$ cat src/rtl/lddw_pkg.sv
package lddw_pkg;

  // default number of segment digits sent after the address command
  localparam int DIGITS_DEF = 4;

  // protocol command bytes
  localparam logic [7:0] CMD_DATA_AUTO = 8'h40;
  localparam logic [7:0] CMD_ADDR_ZERO = 8'hC0;

  // register reset values
  localparam logic [7:0] DISP_CTRL_RST = 8'h88;
  localparam logic [7:0] TPP_RST       = 8'h01;

  // register map
  localparam int          CFG_AW        = 3;
  localparam logic        REG_DISP_CTRL = 1'b0;
  localparam logic        REG_TPP       = 1'b1;

  // request commands
  localparam logic CMD_TICK = 1'b0;
  localparam logic CMD_LOAD = 1'b1;

  // byte part: eight bit groups of three phases plus a trailing clock-pin pulse
  localparam int BYTE_PHASES = 27;
  localparam int BIT_PHASES  = 24;
  localparam int EDGE_PHASES = 4;

  typedef enum logic [1:0] {
    KIND_START,
    KIND_BYTE,
    KIND_STOP
  } lddw_kind_t;

  // result of one request
  typedef struct packed {
    logic clk_level;
    logic dio_level;
    logic busy;
    logic refused;
  } lddw_res_t;

endpackage

$ cat src/rtl/lddw_cfg.sv
module lddw_cfg (
  input  logic                       clk,
  input  logic                       rst_n,
  input  logic                       psel,
  input  logic                       penable,
  input  logic                       pwrite,
  input  logic [lddw_pkg::CFG_AW-1:0] paddr,
  input  logic [31:0]                pwdata,
  output logic [31:0]                prdata,
  output logic                       pready,
  output logic [7:0]                 disp_ctrl,
  output logic [7:0]                 tpp
);
  import lddw_pkg::*;

  logic [7:0] disp_ctrl_r;
  logic [7:0] tpp_r;
  logic       wr_en;
  logic       reg_sel;

  assign pready  = 1'b1;
  assign wr_en   = psel & penable & pwrite;
  assign reg_sel = paddr[2];

  // register writes, word decode
  always_ff @(posedge clk) begin
    if (!rst_n) begin
      disp_ctrl_r <= DISP_CTRL_RST;
      tpp_r       <= TPP_RST;
    end else if (wr_en) begin
      unique case (reg_sel)
        REG_DISP_CTRL: disp_ctrl_r <= pwdata[7:0];
        REG_TPP:       tpp_r       <= pwdata[7:0];
        default:       ;
      endcase
    end
  end

  // readback
  always_comb begin
    unique case (reg_sel)
      REG_DISP_CTRL: prdata = {24'b0, disp_ctrl_r};
      REG_TPP:       prdata = {24'b0, tpp_r};
      default:       prdata = '0;
    endcase
  end

  assign disp_ctrl = disp_ctrl_r;
  assign tpp       = tpp_r;

endmodule

$ cat src/rtl/lddw_seq.sv
module lddw_seq #(
  parameter int DIGITS = lddw_pkg::DIGITS_DEF
) (
  input  logic                clk,
  input  logic                rst_n,
  input  logic                item_en,
  input  logic                cmd,
  input  logic [31:0]         seg,
  input  logic [7:0]          disp_ctrl,
  input  logic [7:0]          tpp,
  output lddw_pkg::lddw_res_t res
);
  import lddw_pkg::*;

  localparam int LAST   = 9 + DIGITS;
  localparam int STEP_W = $clog2(LAST + 1);
  localparam int IDX_W  = (DIGITS > 1) ? $clog2(DIGITS) : 1;
  localparam int SEG_W  = 8 * ((DIGITS > 4) ? DIGITS : 4);

  localparam logic [STEP_W-1:0] ST_IDLE   = STEP_W'(0);
  localparam logic [STEP_W-1:0] ST_START1 = STEP_W'(1);
  localparam logic [STEP_W-1:0] ST_BYTE1  = STEP_W'(2);
  localparam logic [STEP_W-1:0] ST_STOP1  = STEP_W'(3);
  localparam logic [STEP_W-1:0] ST_START2 = STEP_W'(4);
  localparam logic [STEP_W-1:0] ST_ADDR   = STEP_W'(5);
  localparam logic [STEP_W-1:0] ST_DIG0   = STEP_W'(6);
  localparam logic [STEP_W-1:0] ST_STOP2  = STEP_W'(6 + DIGITS);
  localparam logic [STEP_W-1:0] ST_START3 = STEP_W'(7 + DIGITS);
  localparam logic [STEP_W-1:0] ST_LAST   = STEP_W'(LAST);

  logic [7:0]        digit_r [DIGITS];
  logic [7:0]        shift_r,  shift_nxt;
  logic [STEP_W-1:0] step_r,   step_nxt;
  logic [4:0]        pos_r,    pos_nxt;
  logic [1:0]        ph_r,     ph_nxt;
  logic [7:0]        timer_r,  timer_nxt;
  logic              clk_r,    clk_nxt;
  logic              dio_r,    dio_nxt;
  logic              busy_r,   busy_nxt;
  logic              refused;
  logic              load_ok;
  logic              drive;
  logic [SEG_W-1:0]  seg_ext;
  logic [7:0]        limit;
  logic [8:0]        timer_inc;
  logic [4:0]        pos_inc;
  logic [4:0]        part_len;
  logic [STEP_W-1:0] step_inc;
  lddw_kind_t        drv_kind;

  function automatic lddw_kind_t part_kind(input logic [STEP_W-1:0] s);
    if (s == ST_START1 || s == ST_START2 || s == ST_START3) return KIND_START;
    if (s == ST_STOP1 || s == ST_STOP2 || s == ST_LAST) return KIND_STOP;
    return KIND_BYTE;
  endfunction

  function automatic logic [7:0] part_byte(input logic [STEP_W-1:0] s,
                                           input logic [7:0] dc);
    logic [STEP_W-1:0] off;
    off = s - ST_DIG0;
    if (s == ST_BYTE1) return CMD_DATA_AUTO;
    if (s == ST_ADDR) return CMD_ADDR_ZERO;
    if (s >= ST_DIG0 && s < ST_STOP2) return digit_r[off[IDX_W-1:0]];
    return dc;
  endfunction

  assign seg_ext   = SEG_W'(seg);
  assign limit     = (tpp == 8'd0) ? 8'd1 : tpp;
  assign timer_inc = {1'b0, timer_r} + 9'd1;
  assign pos_inc   = pos_r + 5'd1;
  assign step_inc  = step_r + STEP_W'(1);
  assign part_len  = (part_kind(step_r) == KIND_BYTE) ? 5'(BYTE_PHASES) : 5'(EDGE_PHASES);
  assign load_ok   = (cmd == CMD_LOAD) && !busy_r;

  // next state for one request
  always_comb begin
    shift_nxt = shift_r;
    step_nxt  = step_r;
    pos_nxt   = pos_r;
    ph_nxt    = ph_r;
    timer_nxt = timer_r;
    clk_nxt   = clk_r;
    dio_nxt   = dio_r;
    busy_nxt  = busy_r;
    refused   = 1'b0;
    drive     = 1'b0;
    if (cmd == CMD_LOAD) begin
      if (busy_r) begin
        refused = 1'b1;
      end else begin
        busy_nxt  = 1'b1;
        timer_nxt = 8'd0;
        step_nxt  = ST_START1;
        pos_nxt   = 5'd0;
        ph_nxt    = 2'd0;
        drive     = 1'b1;
      end
    end else if (busy_r) begin
      if (timer_inc >= {1'b0, limit}) begin
        timer_nxt = 8'd0;
        if (pos_inc < part_len) begin
          pos_nxt = pos_inc;
          ph_nxt  = (ph_r == 2'd2) ? 2'd0 : ph_r + 2'd1;
          drive   = 1'b1;
        end else if (step_r >= ST_LAST) begin
          step_nxt = ST_IDLE;
          pos_nxt  = 5'd0;
          busy_nxt = 1'b0;
        end else begin
          step_nxt = step_inc;
          pos_nxt  = 5'd0;
          ph_nxt   = 2'd0;
          drive    = 1'b1;
          if (part_kind(step_inc) == KIND_BYTE) begin
            shift_nxt = part_byte(step_inc, disp_ctrl);
          end
        end
      end else begin
        timer_nxt = timer_inc[7:0];
      end
    end

    // pin phase for the new position
    drv_kind = part_kind(step_nxt);
    if (drive) begin
      case (drv_kind)
        KIND_START: begin
          case (pos_nxt)
            5'd0:    clk_nxt = 1'b1;
            5'd1:    dio_nxt = 1'b1;
            5'd2:    dio_nxt = 1'b0;
            default: clk_nxt = 1'b0;
          endcase
        end
        KIND_STOP: begin
          case (pos_nxt)
            5'd0:    clk_nxt = 1'b0;
            5'd1:    dio_nxt = 1'b0;
            5'd2:    clk_nxt = 1'b1;
            default: dio_nxt = 1'b1;
          endcase
        end
        default: begin
          if (pos_nxt < 5'(BIT_PHASES)) begin
            case (ph_nxt)
              2'd0: clk_nxt = 1'b0;
              2'd1: begin
                dio_nxt   = shift_r[0];
                shift_nxt = {1'b0, shift_r[7:1]};
              end
              default: clk_nxt = 1'b1;
            endcase
          end else if (pos_nxt == 5'(BIT_PHASES + 1)) begin
            clk_nxt = 1'b1;
          end else begin
            clk_nxt = 1'b0;
          end
        end
      endcase
    end
  end

  // sequencer state
  always_ff @(posedge clk) begin
    if (!rst_n) begin
      shift_r <= 8'd0;
      step_r  <= ST_IDLE;
      pos_r   <= 5'd0;
      ph_r    <= 2'd0;
      timer_r <= 8'd0;
      clk_r   <= 1'b0;
      dio_r   <= 1'b0;
      busy_r  <= 1'b0;
    end else if (item_en) begin
      shift_r <= shift_nxt;
      step_r  <= step_nxt;
      pos_r   <= pos_nxt;
      ph_r    <= ph_nxt;
      timer_r <= timer_nxt;
      clk_r   <= clk_nxt;
      dio_r   <= dio_nxt;
      busy_r  <= busy_nxt;
    end
  end

  // segment store, digits past the fourth load as zero
  always_ff @(posedge clk) begin
    if (item_en && load_ok) begin
      for (int i = 0; i < DIGITS; i++) begin
        digit_r[i] <= seg_ext[8*i +: 8];
      end
    end
  end

  assign res.clk_level = clk_nxt;
  assign res.dio_level = dio_nxt;
  assign res.busy      = busy_nxt;
  assign res.refused   = refused;

endmodule

$ cat src/rtl/led_driver_two_wire_writer.sv
// Two-wire LED driver writer. A load request latches DIGITS segment bytes and
// starts three transactions (data command, address command with the digits,
// display control), each a start, LSB-first bytes with a trailing pulse on
// the clock pin and a stop; every following tick request advances the pins by
// at most one phase, each phase held for ticks_per_phase ticks. One request is
// accepted every clock cycle while in_stall is low: the request is registered,
// the sequencer updates its state and computes the pin levels in a single pass,
// and the result register holds them until taken. A load while busy is
// dropped and flagged in load_refused.
module led_driver_two_wire_writer #(
  parameter int DIGITS = lddw_pkg::DIGITS_DEF
) (
  input  logic                       clk,
  input  logic                       rst_n,
  input  logic                       in_valid,
  output logic                       in_stall,
  input  logic                       in_command,
  input  logic [31:0]                in_segment_bytes,
  output logic                       out_valid,
  input  logic                       out_stall,
  output logic                       out_clk_level,
  output logic                       out_dio_level,
  output logic                       out_busy_res,
  output logic                       out_load_refused,
  input  logic                       psel,
  input  logic                       penable,
  input  logic                       pwrite,
  input  logic [lddw_pkg::CFG_AW-1:0] paddr,
  input  logic [31:0]                pwdata,
  output logic [31:0]                prdata,
  output logic                       pready
);
  import lddw_pkg::*;

  logic        in_v_r;
  logic        cmd_r;
  logic [31:0] seg_r;
  logic        out_v_r;
  lddw_res_t   res_r;
  lddw_res_t   res_nxt;
  logic        move;
  logic        in_take;
  logic [7:0]  disp_ctrl;
  logic [7:0]  tpp;

  // move the held request into the result register when there is room
  assign move     = in_v_r && (!out_v_r || !out_stall);
  assign in_stall = in_v_r && !move;
  assign in_take  = in_valid && !in_stall;

  lddw_cfg u_cfg (
    .clk       (clk),
    .rst_n     (rst_n),
    .psel      (psel),
    .penable   (penable),
    .pwrite    (pwrite),
    .paddr     (paddr),
    .pwdata    (pwdata),
    .prdata    (prdata),
    .pready    (pready),
    .disp_ctrl (disp_ctrl),
    .tpp       (tpp)
  );

  lddw_seq #(
    .DIGITS (DIGITS)
  ) u_seq (
    .clk       (clk),
    .rst_n     (rst_n),
    .item_en   (move),
    .cmd       (cmd_r),
    .seg       (seg_r),
    .disp_ctrl (disp_ctrl),
    .tpp       (tpp),
    .res       (res_nxt)
  );

  // request register
  always_ff @(posedge clk) begin
    if (!rst_n) begin
      in_v_r <= 1'b0;
    end else if (in_take) begin
      in_v_r <= 1'b1;
    end else if (move) begin
      in_v_r <= 1'b0;
    end
  end

  always_ff @(posedge clk) begin
    if (in_take) begin
      cmd_r <= in_command;
      seg_r <= in_segment_bytes;
    end
  end

  // result register
  always_ff @(posedge clk) begin
    if (!rst_n) begin
      out_v_r <= 1'b0;
    end else if (move) begin
      out_v_r <= 1'b1;
    end else if (!out_stall) begin
      out_v_r <= 1'b0;
    end
  end

  always_ff @(posedge clk) begin
    if (move) begin
      res_r <= res_nxt;
    end
  end

  assign out_valid        = out_v_r;
  assign out_clk_level    = res_r.clk_level;
  assign out_dio_level    = res_r.dio_level;
  assign out_busy_res     = res_r.busy;
  assign out_load_refused = res_r.refused;

endmodule

$ cat config.mk
export PLATFORM = sky130hd
export DESIGN_NAME = led_driver_two_wire_writer
export DESIGN_NICKNAME = d
export VERILOG_FILES = /design/src/rtl/lddw_pkg.sv /design/src/rtl/lddw_cfg.sv /design/src/rtl/lddw_seq.sv /design/src/rtl/led_driver_two_wire_writer.sv
export SDC_FILE = /design/constraint.sdc
export NUM_CORES = 1
export LEC_CHECK = 0
export BUFFER_PORTS_ARGS = -buffer_cell sky130_fd_sc_hd__buf_4
export CAP_MARGIN = 20
export CORE_MARGIN = 5
export CORE_UTILIZATION = 50
export CTS_BUF_LIST = sky130_fd_sc_hd__clkbuf_4
export DETAILED_ROUTE_END_ITERATION = 10
export PLACE_DENSITY = 0.73
export SYNTH_ARGS = -nofsm -noshare
export SYNTH_HDL_FRONTEND = slang
export SYNTH_SLANG_ARGS = --single-unit
$ cat constraint.sdc
create_clock -name clk -period 14.15 [get_ports clk]
set_input_delay 2.1225 -clock clk [delete_from_list [all_inputs] [get_ports clk]]
set_output_delay 2.1225 -clock clk [all_outputs]
set_load 0.1 [all_outputs]
# Word level (Yosys, flattened, before mapping)
# Memories as Yosys holds them, arrays and structs flattened.
# Cells that the tools add are included.
[totals] regBits=85 mem_count=1 output_inout_bits=39 wordCells=229 ram_bits=32 inputBits=75
[classes] add_sub_neg=5 bitwise_logic=3 reduce_logical=36 order_cmp=6 mux=130 n_eq_ne=30
[memory_table] name="u_seq.digit_r" depth=4 width=8 rd=1 rd_clocked_by_memory_dff=0 wr=4 line_no="lddw_seq.sv:31" source="logic [7:0] digit_r [DIGITS];"
[op_table] operator="$mux 8" n=21
[op_table] operator="$mux 1" n=65
[op_table] operator="$pmux 32 s2" n=1
[op_table] operator="$mux 2" n=24
[op_table] operator="$eq 4x4->1 const B" n=9
[op_table] operator="$mux 5" n=6
[op_table] operator="$mux 4" n=6
[op_table] operator="$eq 4x2->1 const B" n=4
[op_table] operator="$eq 4x3->1 const B" n=4
[op_table] operator="$pmux 1 s2" n=7
[op_table] operator="$logic_or 1x1->1" n=13
[op_table] operator="$eq 4x1->1 const B" n=3
[op_table] operator="$add 8x1->9 const B" n=1
[op_table] operator="$ge 9x8->1" n=1
[op_table] operator="$logic_not 8->1" n=1
[op_table] operator="$eq 2x1->1 const B" n=3
[op_table] operator="$logic_and 1x1->1" n=6
[op_table] operator="$reduce_or 2->1" n=3
[op_table] operator="$add 5x1->5 const B" n=1
[op_table] operator="$eq 5x1->1 const B" n=1
[op_table] operator="$eq 5x2->1 const B" n=1
[op_table] operator="$eq 5x5->1 const B" n=1
[op_table] operator="$logic_not 1->1" n=5
[op_table] operator="$logic_not 5->1" n=1
[op_table] operator="other kinds (17)" n=22

# Depth between registers and ports, before layout
# Gate-level depths: netlist of run 1.
[logic_depth] ltp_word=62 mapped_depth=17

# Hierarchy
# Synthesis of run 1 repeated with hierarchy kept, for this count alone.
[unflattened] cells_unflattened=545 hier_area_um2=6084.6
[modules_own_cells] module="lddw_seq" area_per_inst_um2=3910.0 cells_per_inst=397 n_inst=1
[modules_own_cells] module="led_driver_two_wire_writer" area_per_inst_um2=1194.9 cells_per_inst=45 n_inst=1
[modules_own_cells] module="lddw_cfg" area_per_inst_um2=979.7 cells_per_inst=103 n_inst=1

# Least setup slack after synthesis of run 1
# OpenSTA, ideal clock, no wires.
[synth_path] path_type="input to output" from="in paddr[2] in the netlist's numbering" to="out prdata[0]" t_arrival_ps=3021 path_stages=2 setup_slack_ps=9006 cell_sequence="clkbuf_1 mux2_2"
[synth_between] elab_chain_len=2
[synth_lines] item="start: declaration" line_no="led_driver_two_wire_writer.sv:28" source="input logic [lddw_pkg::CFG_AW-1:0] paddr,"
[synth_lines] item="$not 1->1" line_no="lddw_cfg.sv:41" source="unique case (reg_sel)"
[synth_lines] item="$pmux 32 s2 *" line_no="lddw_cfg.sv:41"
[synth_lines] item="end: declaration" line_no="led_driver_two_wire_writer.sv:30" source="output logic [31:0] prdata,"
# Mark *: on every way between the ends. The rest lies on a longest branch, timed or not. The select of a mux whose other input is x is not followed.

# Worst setup path after layout of run 1
[layout_path] from="reg u_seq.step_r[0]" to="reg res_r (netlist bit out_clk_level) (data pin)"
[layout_between] elab_chain_len=24
[layout_lines] item="start: declaration" line_no="lddw_seq.sv:33" source="logic [STEP_W-1:0] step_r, step_nxt;"
[layout_lines] item="start signal: assignment" line_no="lddw_seq.sv:176" source="step_r <= step_nxt;"
[layout_lines] item="$eq 4x2->1 or $eq 4x4->1 (tied branches)" line_no="lddw_seq.sv:53" source="if (s == ST_STOP1 || s == ST_STOP2 || s == ST_LAST) return KIND_STOP;"
[layout_lines] item="$logic_or 1x1->1 (2 in a row)" line_no="lddw_seq.sv:53"
[layout_lines] item="$mux 1 (2 in a row)" line_no="lddw_seq.sv:53"
[layout_lines] item="$mux 2" line_no="lddw_seq.sv:54" source="return KIND_BYTE;"
[layout_lines] item="$mux 2" line_no="lddw_seq.sv:53"
[layout_lines] item="$eq 2x1->1" line_no="lddw_seq.sv:72" source="assign part_len = (part_kind(step_r) == KIND_BYTE) ? 5'(BYTE_PHASES) : 5'(EDGE_PHASES);"
[layout_lines] item="$mux 5" line_no="lddw_seq.sv:72"
[layout_lines] item="$lt 5x5->1" line_no="lddw_seq.sv:101" source="if (pos_inc < part_len) begin"
[layout_lines] item="(+5 left out)"
[layout_lines] item="$logic_or 1x1->1 (2 in a row)" line_no="lddw_seq.sv:53"
[layout_lines] item="$mux 1 (2 in a row)" line_no="lddw_seq.sv:53"
[layout_lines] item="$mux 2" line_no="lddw_seq.sv:54"
[layout_lines] item="$mux 2" line_no="lddw_seq.sv:53"
[layout_lines] item="$eq 2x2->1 or $logic_not 2->1 (tied branches)" line_no="lddw_seq.sv:126" source="case (drv_kind)"
[layout_lines] item="$pmux 1 s2" line_no="lddw_seq.sv:126"
[layout_lines] item="$mux 1 *" line_no="lddw_seq.sv:125" source="if (drive) begin"
[layout_lines] item="named net u_seq.clk_nxt" line_no="lddw_seq.sv:37" source="logic clk_r, clk_nxt;"
[layout_lines] item="end signal: assignment" line_no="led_driver_two_wire_writer.sv:109" source="res_r <= res_nxt;"
[layout_lines] item="end: declaration" line_no="led_driver_two_wire_writer.sv:39" source="lddw_res_t res_r;"
# The timed path passes the listed nets; every way through them passes the cells marked *. The select of a mux whose other input is x is not followed.
# A chain may end at the register's enable or synchronous reset.

==> impl_results.rst, run 1 <==
.. list-table::
   :header-rows: 1

   * - Metric
     - Value
   * - Status
     - finished, final reports clean
   * - Core box area
     - 11,500 um^2
   * - Via count
     - 4,315
   * - Clock slew at the register clock pins of the worst setup and hold paths
     - 0.11 ns
   * - Post-CTS setup repair buffer count
     - 0
   * - Violation count after the first detailed-route iteration
     - 264
   * - Total negative slack for setup checks
     - 0 ns
   * - Multi-input logic area
     - 2670 um^2
   * - Ys async rst share
     - 0
   * - Number of setup violations in the final report
     - 0
   * - Number of global-route vias before repair
     - 4,183
   * - Most common flop cell mapped by yosys
     - sky130_fd_sc_hd__edfxtp_1
   * - Count of nets after finishing
     - slightly above 700
   * - Routability congestion estimate
     - 0.854
   * - Number of vias per cell after detailed routing
     - 5.55
   * - Clock network latency to the later pin of the worst-skew pair
     - roughly 0.50 ns
   * - Relative area change from synthesis to final layout
     - 13.7%
   * - Final routed DRC violation total
     - 0
   * - Depth of the worst hold-timing path
     - 0
   * - Hold Buf Count CTS
     - 0
   * - Static leakage power
     - 2.59 nW
   * - Final routed wire length divided by cell count
     - 15.3 um
   * - Flip-flop and latch count after synthesis
     - roughly 120
   * - Antenna Diode Count
     - 0
   * - Portion of the clock cycle consumed by the worst path in the final layout
     - 0.422
   * - Nature of the critical path endpoint
     - flop
   * - Worst-case clock skew
     - around 0.013 ns
   * - Maximum number of pins on one net before global-route repair
     - 34
   * - Post-synthesis sequential area ratio
     - 0.510
   * - Clock Sink Count
     - 117
   * - Synth Instances
     - ~560
   * - Die outline area
     - 14,200 um^2
   * - Utilization after layout
     - 0.587
   * - Max-capacitance violation count
     - 0
   * - Unrepaired setup endpoints after global routing
     - no
   * - Type of the worst setup path
     - flop to flop
   * - Max IR drop VDD
     - between 0.00009 and 0.0001 V
   * - Library cell with the highest instance count after synthesis
     - sky130_fd_sc_hd__nand2_1
   * - Placed wire-length estimate
     - roughly 9000 um
   * - Number of failing hold endpoints at the final stage
     - 0
   * - Detailed Routing Iterations Pass 1
     - 5
   * - Chip Width
     - 119 um
   * - Rows
     - 39
   * - Num ports
     - 114
   * - GR Overflow Total
     - 0
   * - Yosys warning count
     - 0
   * - Crit path DAT
     - 6.22 ns
   * - CP required
     - about 14 ns
   * - Synth top area share
     - 0.348
   * - Biggest area contributors in the synthesized netlist
     - sky130_fd_sc_hd__edfxtp_1 35%, sky130_fd_sc_hd__dfxtp_1 16%, sky130_fd_sc_hd__nand2_1 4.5%, sky130_fd_sc_hd__ha_1 4.0%, sky130_fd_sc_hd__mux4_2 3.8%
   * - Tmin final
     - approximately 6.0 ns
   * - Syn Area/Cell
     - 10.6 um^2
   * - Detail Route met3 WL
     - between 600 and 700 um
   * - Maximum root-to-sink buffer count
     - 2
   * - Number of distinct standard cells referenced by the synthesized netlist
     - 69
   * - Leading area contributor after synthesis
     - sky130_fd_sc_hd__edfxtp_1
   * - Fillers
     - 927
   * - Post-route ant nets
     - 0
   * - Sequential Area
     - 3030 um^2
   * - Effective utilization at floorplan
     - 0.517
   * - Root buffer selected by CTS
     - sky130_fd_sc_hd__clkbuf_4
   * - Wire length of the first global-routing pass
     - 20,000 um
   * - Slew HR
     - 0.354
   * - Highest fanout seen on the critical path
     - 20
   * - Max Transition Viols Final
     - 0
   * - PortBufs
     - 62
   * - Worst reg-to-reg path cell count
     - 15
   * - Crit path launch type
     - flop
   * - Total length of routed met2 wires
     - 5880 um
   * - Antenna violations before repair
     - 0
   * - Type of the tightest min-delay check
     - flop to flop
   * - Achievable frequency
     - 167 MHz
   * - Inserted Clock Buffers
     - 17
   * - PostCTS Resize Cnt
     - 0
   * - Fraction of final layout cells sized beyond drive strength 1
     - 0.198
   * - Power Dens Cells
     - 113 nW/um^2
   * - TritonCTS clock tree
     - yes
   * - Mapped cell area
     - 5950 um^2
   * - CTS H-Tree Depth
     - 4
   * - Post-Route M1 WL
     - roughly 5200 um
   * - Synth cell count leaders
     - 72 x sky130_fd_sc_hd__nand2_1, 69 x sky130_fd_sc_hd__edfxtp_1, 48 x sky130_fd_sc_hd__dfxtp_1, 48 x sky130_fd_sc_hd__nor2_1, 40 x sky130_fd_sc_hd__a21oi_1
   * - Highest metal layer used by the detailed router
     - met4
   * - GRT Resource Usage Total
     - 0.175
   * - Post-Route WL
     - 11,900 um
   * - Transition time at the pin with the least slew margin
     - about 0.97 ns
   * - Die Ht
     - 119 um
   * - Count of flip-flops with a built-in enable after synthesis
     - 69
==> worst paths after layout <==
check                                     from                            end  slack, ns
setup / recovery  u_seq.step_r[0]$_SDFFE_PN0P_        out_clk_level$_DFFE_PP_       8.18
hold / removal              seg_r[7]$_DFFE_PP_  u_seq.digit_r[0][7]$_DFFE_PP_       0.43
setup reg to reg  u_seq.step_r[0]$_SDFFE_PN0P_        out_clk_level$_DFFE_PP_       8.18
hold reg to reg             seg_r[7]$_DFFE_PP_  u_seq.digit_r[0][7]$_DFFE_PP_       0.43
==> cells by family after synthesis <==
family          count (synthesis)  share of synthesized area
mux                            31                     0.0768
buf+inv                        62                     0.0560
fa+ha+maj                      20                     0.0416
other cells                     2                    0.00126
compound gates                124                      0.146
simple gates                  189                      0.148
xor+xnor                       14                     0.0206
flops                         117                      0.510
==> metrics by stage <==
step           cell area (um^2)  setup slack (ns)  hold WS (ns)  power, mW  instances
5_1_grt                    6760              7.70         0.443      0.800        778
3_5_place_dp               6440              8.19         0.405      0.509        746
3_3_place_gp               6440              8.30         0.406      0.506        746
6_report                   6760              8.18         0.430      0.766        778
4_1_cts                    6760              8.17         0.429      0.773        778
2_1_floorplan              6030              9.01         0.400      0.486        582
==> state kept, by name, indices dropped and copies added (netlist names), 2 cells and up <==
register and cells:
u_cfg.disp_ctrl 8, u_seq.digit_r 32, u_seq.step_r 4, seg_r 32, u_seq.pos_r 5, u_cfg.tpp 8, u_seq.shift_r 8, u_seq.timer_r 8
u_seq.ph_r 2
==> layout by cell type (no fill, tap or decap), types with 17 or more instances in the layout <==
master / n
sky130_fd_sc_hd__nand2_1: 72
sky130_fd_sc_hd__edfxtp_1: 69
sky130_fd_sc_hd__buf_4: 65
sky130_fd_sc_hd__nor2_1: 48
sky130_fd_sc_hd__dfxtp_1: 48
sky130_fd_sc_hd__a21oi_1: 40
sky130_fd_sc_hd__conb_1: 25
sky130_fd_sc_hd__o21ai_0: 21
sky130_fd_sc_hd__ha_1: 19
sky130_fd_sc_hd__inv_1: 18
sky130_fd_sc_hd__nand3_1: 18
sky130_fd_sc_hd__clkbuf_4: 17
==> power breakdown <==
group	switching (mW)	leakage [nW]	internal, mW
Sequential	0.00848	1.04	0.374
Combinational	0.0836	1.38	0.0356
Clock	0.137	0.169	0.128
==> routing by layer <==
layer  GRT usage  up-vias
met5           0        -
met4      0.0644        0
met3      0.0450       14
met2       0.291      115
met1       0.221     2039
li1            -     2147
==> final cells by class <==
type | count | share of cell area
flip-flops and latches | 117 | 0.449
multi-input cells | 403 | 0.395
repair buffers | 65 | 0.0722
clock inverters | 15 | 0.0287
well taps | 143 | 0.0265
clock buffers | 17 | 0.0189
inverters | 18 | 0.00999
==> worst max-delay path, stage by stage (launching register included) <==
cell and delay [ns]:
sky130_fd_sc_hd__dfxtp_1 0.97, sky130_fd_sc_hd__inv_1 0.35, sky130_fd_sc_hd__ha_1 0.29, sky130_fd_sc_hd__or2_1 0.21, sky130_fd_sc_hd__mux4_2 0.58, sky130_fd_sc_hd__ha_1 0.37
sky130_fd_sc_hd__nand2_1 0.07, sky130_fd_sc_hd__mux2i_2 0.35, sky130_fd_sc_hd__a22oi_4 0.17, sky130_fd_sc_hd__a211oi_2 0.81, sky130_fd_sc_hd__a21oi_1 0.22, sky130_fd_sc_hd__or2_1 0.35
sky130_fd_sc_hd__mux2_4 0.33, sky130_fd_sc_hd__a31o_1 0.21, sky130_fd_sc_hd__a211o_1 0.28, sky130_fd_sc_hd__a21boi_1 0.15
(Power assumes the default switching activity.)
==> run 2: changes to the inputs <==
PLACE_DENSITY = 0.76   (was 0.73)
clock period = 5.4 ns   (was 14.15 ns; I/O delays follow)
==> run 2 against run 1 <==
Against the previous run: critical path type unchanged; critical path depth up 1; sequential power grew to 2.6 times the previous value; fmax up 19%; worst setup slack got worse by 7.8 ns; final cell count increased by 0.26%; global-route usage grew 0.090 points; via count rose by 2.1%; core utilization is 0.14 points lower.
==> impl_results.rst, run 2 (same netlist as run 1, synthesis figures left out) <==
.. list-table::
   :header-rows: 1

   * - Metric
     - Value
   * - Status
     - finished, final reports clean
   * - Wire length of the first global-routing pass
     - 20,300 um (+1.9%)
   * - Achievable frequency
     - 199 MHz (+19%)
   * - Antenna violations before repair
     - 0 (unchanged)
   * - CTS H-Tree Depth
     - 4 (unchanged)
   * - Routability congestion estimate
     - 0.862 (+0.90%)
   * - Static leakage power
     - 2.59 nW (about the same)
   * - Number of global-route vias before repair
     - 4,159 (-0.57%)
   * - Post-route ant nets
     - 0 (unchanged)
   * - Number of vias per cell after detailed routing
     - 5.65 (+1.8%)
   * - Utilization after layout
     - 0.586 (-0.00141)
   * - Total negative slack for setup checks
     - 0 ns (unchanged)
   * - Tmin final
     - 5.03 ns (-0.944 ns)
   * - Worst setup margin
     - 0.372 ns (-7.81 ns)
   * - GRT Resource Usage Total
     - 0.176 (+0.000895)
   * - Total length of routed met2 wires
     - 5840 um (-0.75%)
   * - Post-Layout Inst Area
     - 6740 um^2 (-0.24%)
   * - TritonCTS clock tree
     - yes
   * - Effective utilization at floorplan
     - 0.517 (unchanged)
   * - Fillers
     - 952 (+2.7%)
   * - Detailed Routing Iterations Pass 1
     - 5 (unchanged)
   * - Number of cells in the finished layout apart from fillers
     - 780 (+0.26%)
   * - Hold Buf Count CTS
     - 0 (unchanged)
   * - Type of the tightest min-delay check
     - flop to flop
   * - Post-CTS setup repair buffer count
     - 0 (unchanged)
   * - Antenna Diode Count
     - 0 (unchanged)
   * - Violation count after the first detailed-route iteration
     - 299 (+13%)
   * - Unrepaired setup endpoints after global routing
     - no
   * - Maximum number of pins on one net before global-route repair
     - 34 (unchanged)
   * - Transition time at the pin with the least slew margin
     - 0.780 ns (-0.188 ns)
   * - Post-placement setup slack
     - 0.425 ns (-7.77 ns)
   * - Final routed DRC violation total
     - 0 (unchanged)
   * - Clock network latency to the later pin of the worst-skew pair
     - 0.51 ns (about the same)
   * - Count of placed standard cells including taps
     - 748 (+0.27%)
   * - Max IR drop VDD
     - 0.000253 V (+160%)
   * - Maximum root-to-sink buffer count
     - 2 (unchanged)
   * - Detail Route met3 WL
     - 836 um (+21%)
   * - Biggest registers after layout
     - seg_r: 32 flops, u_seq.digit_r: 32 flops
   * - Number of failing hold endpoints at the final stage
     - 0 (unchanged)
   * - Final routed wire length divided by cell count
     - 15.5 um (+1.4%)
   * - Core box area
     - 11,500 um^2 (unchanged)
   * - Slew HR
     - 0.480 (+0.126)
   * - Crit path launch type
     - flop
   * - Clock slew at the register clock pins of the worst setup and hold paths
     - 0.12 ns (about the same)
   * - Placed wire-length estimate
     - 8770 um (-0.54%)
   * - Fraction of final layout cells sized beyond drive strength 1
     - 0.203 (+0.00409)
   * - Max-capacitance violation count
     - 0 (unchanged)
   * - Highest fanout seen on the critical path
     - 10 (-50%)
   * - Post-Route WL
     - 12,100 um (+1.6%)
   * - Num ports
     - 114 (unchanged)
   * - Crit path DAT
     - 5.48 ns (-0.74 ns)
   * - Via count
     - 4,405 (+2.1%)
   * - Chip Width
     - 119 um (unchanged)
   * - GR Overflow Total
     - 0 (unchanged)
   * - Root buffer selected by CTS
     - sky130_fd_sc_hd__clkbuf_4
   * - Post-Route M1 WL
     - 5300 um (+2.6%)
   * - Worst-case clock skew
     - 0.0167 ns (+0.00395 ns)
   * - Commonest non-fill, non-tap cells in the layout
     - 72 x sky130_fd_sc_hd__nand2_1, 69 x sky130_fd_sc_hd__edfxtp_1, 67 x sky130_fd_sc_hd__buf_4, 48 x sky130_fd_sc_hd__nor2_1, 48 x sky130_fd_sc_hd__dfxtp_1
   * - PostCTS Resize Cnt
     - 0 (unchanged)
   * - Inserted Clock Buffers
     - 17 (unchanged)
   * - Die outline area
     - 14,200 um^2 (unchanged)
   * - Die Ht
     - 119 um (unchanged)
   * - Relative area change from synthesis to final layout
     - 13.4%
   * - Clock Sink Count
     - 117 (unchanged)
   * - Power Dens Cells
     - 290 nW/um^2 (+160%)
   * - Number of setup violations in the final report
     - 0 (unchanged)
   * - Count of nets after finishing
     - 718 (+0.28%)
   * - WHS
     - 0.422 ns (-0.00799 ns)
   * - Highest metal layer used by the detailed router
     - met4
   * - Max Transition Viols Final
     - 0 (unchanged)
   * - Most frequent standard cell in the layout excluding fill and tap cells
     - sky130_fd_sc_hd__nand2_1
   * - Rows
     - 39 (unchanged)
   * - Type of the worst setup path
     - flop to flop
   * - Final Power
     - 1.95 mW (+160%)
   * - PortBufs
     - 62 (unchanged)
   * - Nature of the critical path endpoint
     - flop
   * - Dpl cell area
     - 6450 um^2 (+0.23%)
   * - CP required
     - 5.85 ns (-8.54 ns)
   * - Portion of the clock cycle consumed by the worst path in the final layout
     - 0.931 (+0.509)
## run 2: worst paths after layout
| kind | end | slack (ns) | start | cells past startpoint |
|---|---|---|---|---|
| setup / recovery | u_seq.shift_r[4]$_SDFFE_PN0P_ | 0.37 | u_seq.step_r[1]$_SDFFE_PN0P_ | 16 |
| hold / removal | u_seq.digit_r[3][6]$_DFFE_PP_ | 0.42 | seg_r[30]$_DFFE_PP_ | 0 |
| setup reg to reg | u_seq.shift_r[4]$_SDFFE_PN0P_ | 0.37 | u_seq.step_r[1]$_SDFFE_PN0P_ | 16 |
| hold reg to reg | u_seq.digit_r[3][6]$_DFFE_PP_ | 0.42 | seg_r[30]$_DFFE_PP_ | 0 |
## run 2: critical path, cell delays in order, from the launching register on
cell	delay (ns)
sky130_fd_sc_hd__dfxtp_1	0.57
sky130_fd_sc_hd__inv_1	0.12
sky130_fd_sc_hd__ha_1	0.26
sky130_fd_sc_hd__or2_0	0.25
sky130_fd_sc_hd__mux4_2	0.58
sky130_fd_sc_hd__ha_1	0.37
sky130_fd_sc_hd__nand2_1	0.07
sky130_fd_sc_hd__mux2i_2	0.36
sky130_fd_sc_hd__a22oi_4	0.17
sky130_fd_sc_hd__a211oi_2	0.51
sky130_fd_sc_hd__buf_4	0.26
sky130_fd_sc_hd__mux2i_1	0.24
sky130_fd_sc_hd__nand3b_1	0.15
sky130_fd_sc_hd__o22ai_1	0.13
sky130_fd_sc_hd__nor3_1	0.60
sky130_fd_sc_hd__a221oi_1	0.18
sky130_fd_sc_hd__nor2_1	0.16
## run 2: area by class of cell
cell class              instances  area, um^2  area share
flip-flops and latches        117        3030       0.450
well taps                     143         179      0.0265
inverters                      18        67.6      0.0100
repair buffers                 67         503      0.0746
multi-input cells             403        2670       0.396
clock inverters                13         148      0.0219
clock buffers                  19         143      0.0212
## run 2: power breakdown
part           switching, mW  internal [mW]
clock                  0.345          0.292
sequential            0.0192          0.980
combinational          0.224         0.0943
total                  0.588           1.37
## run 2: layer usage
| metal | vias up | global-route usage |
|---|---|---|
| met5 | - | 0 |
| met4 | 0 | 0.0630 |
| met3 | 12 | 0.0460 |
| met2 | 155 | 0.290 |
| met1 | 2088 | 0.225 |
| li1 | 2150 | - |
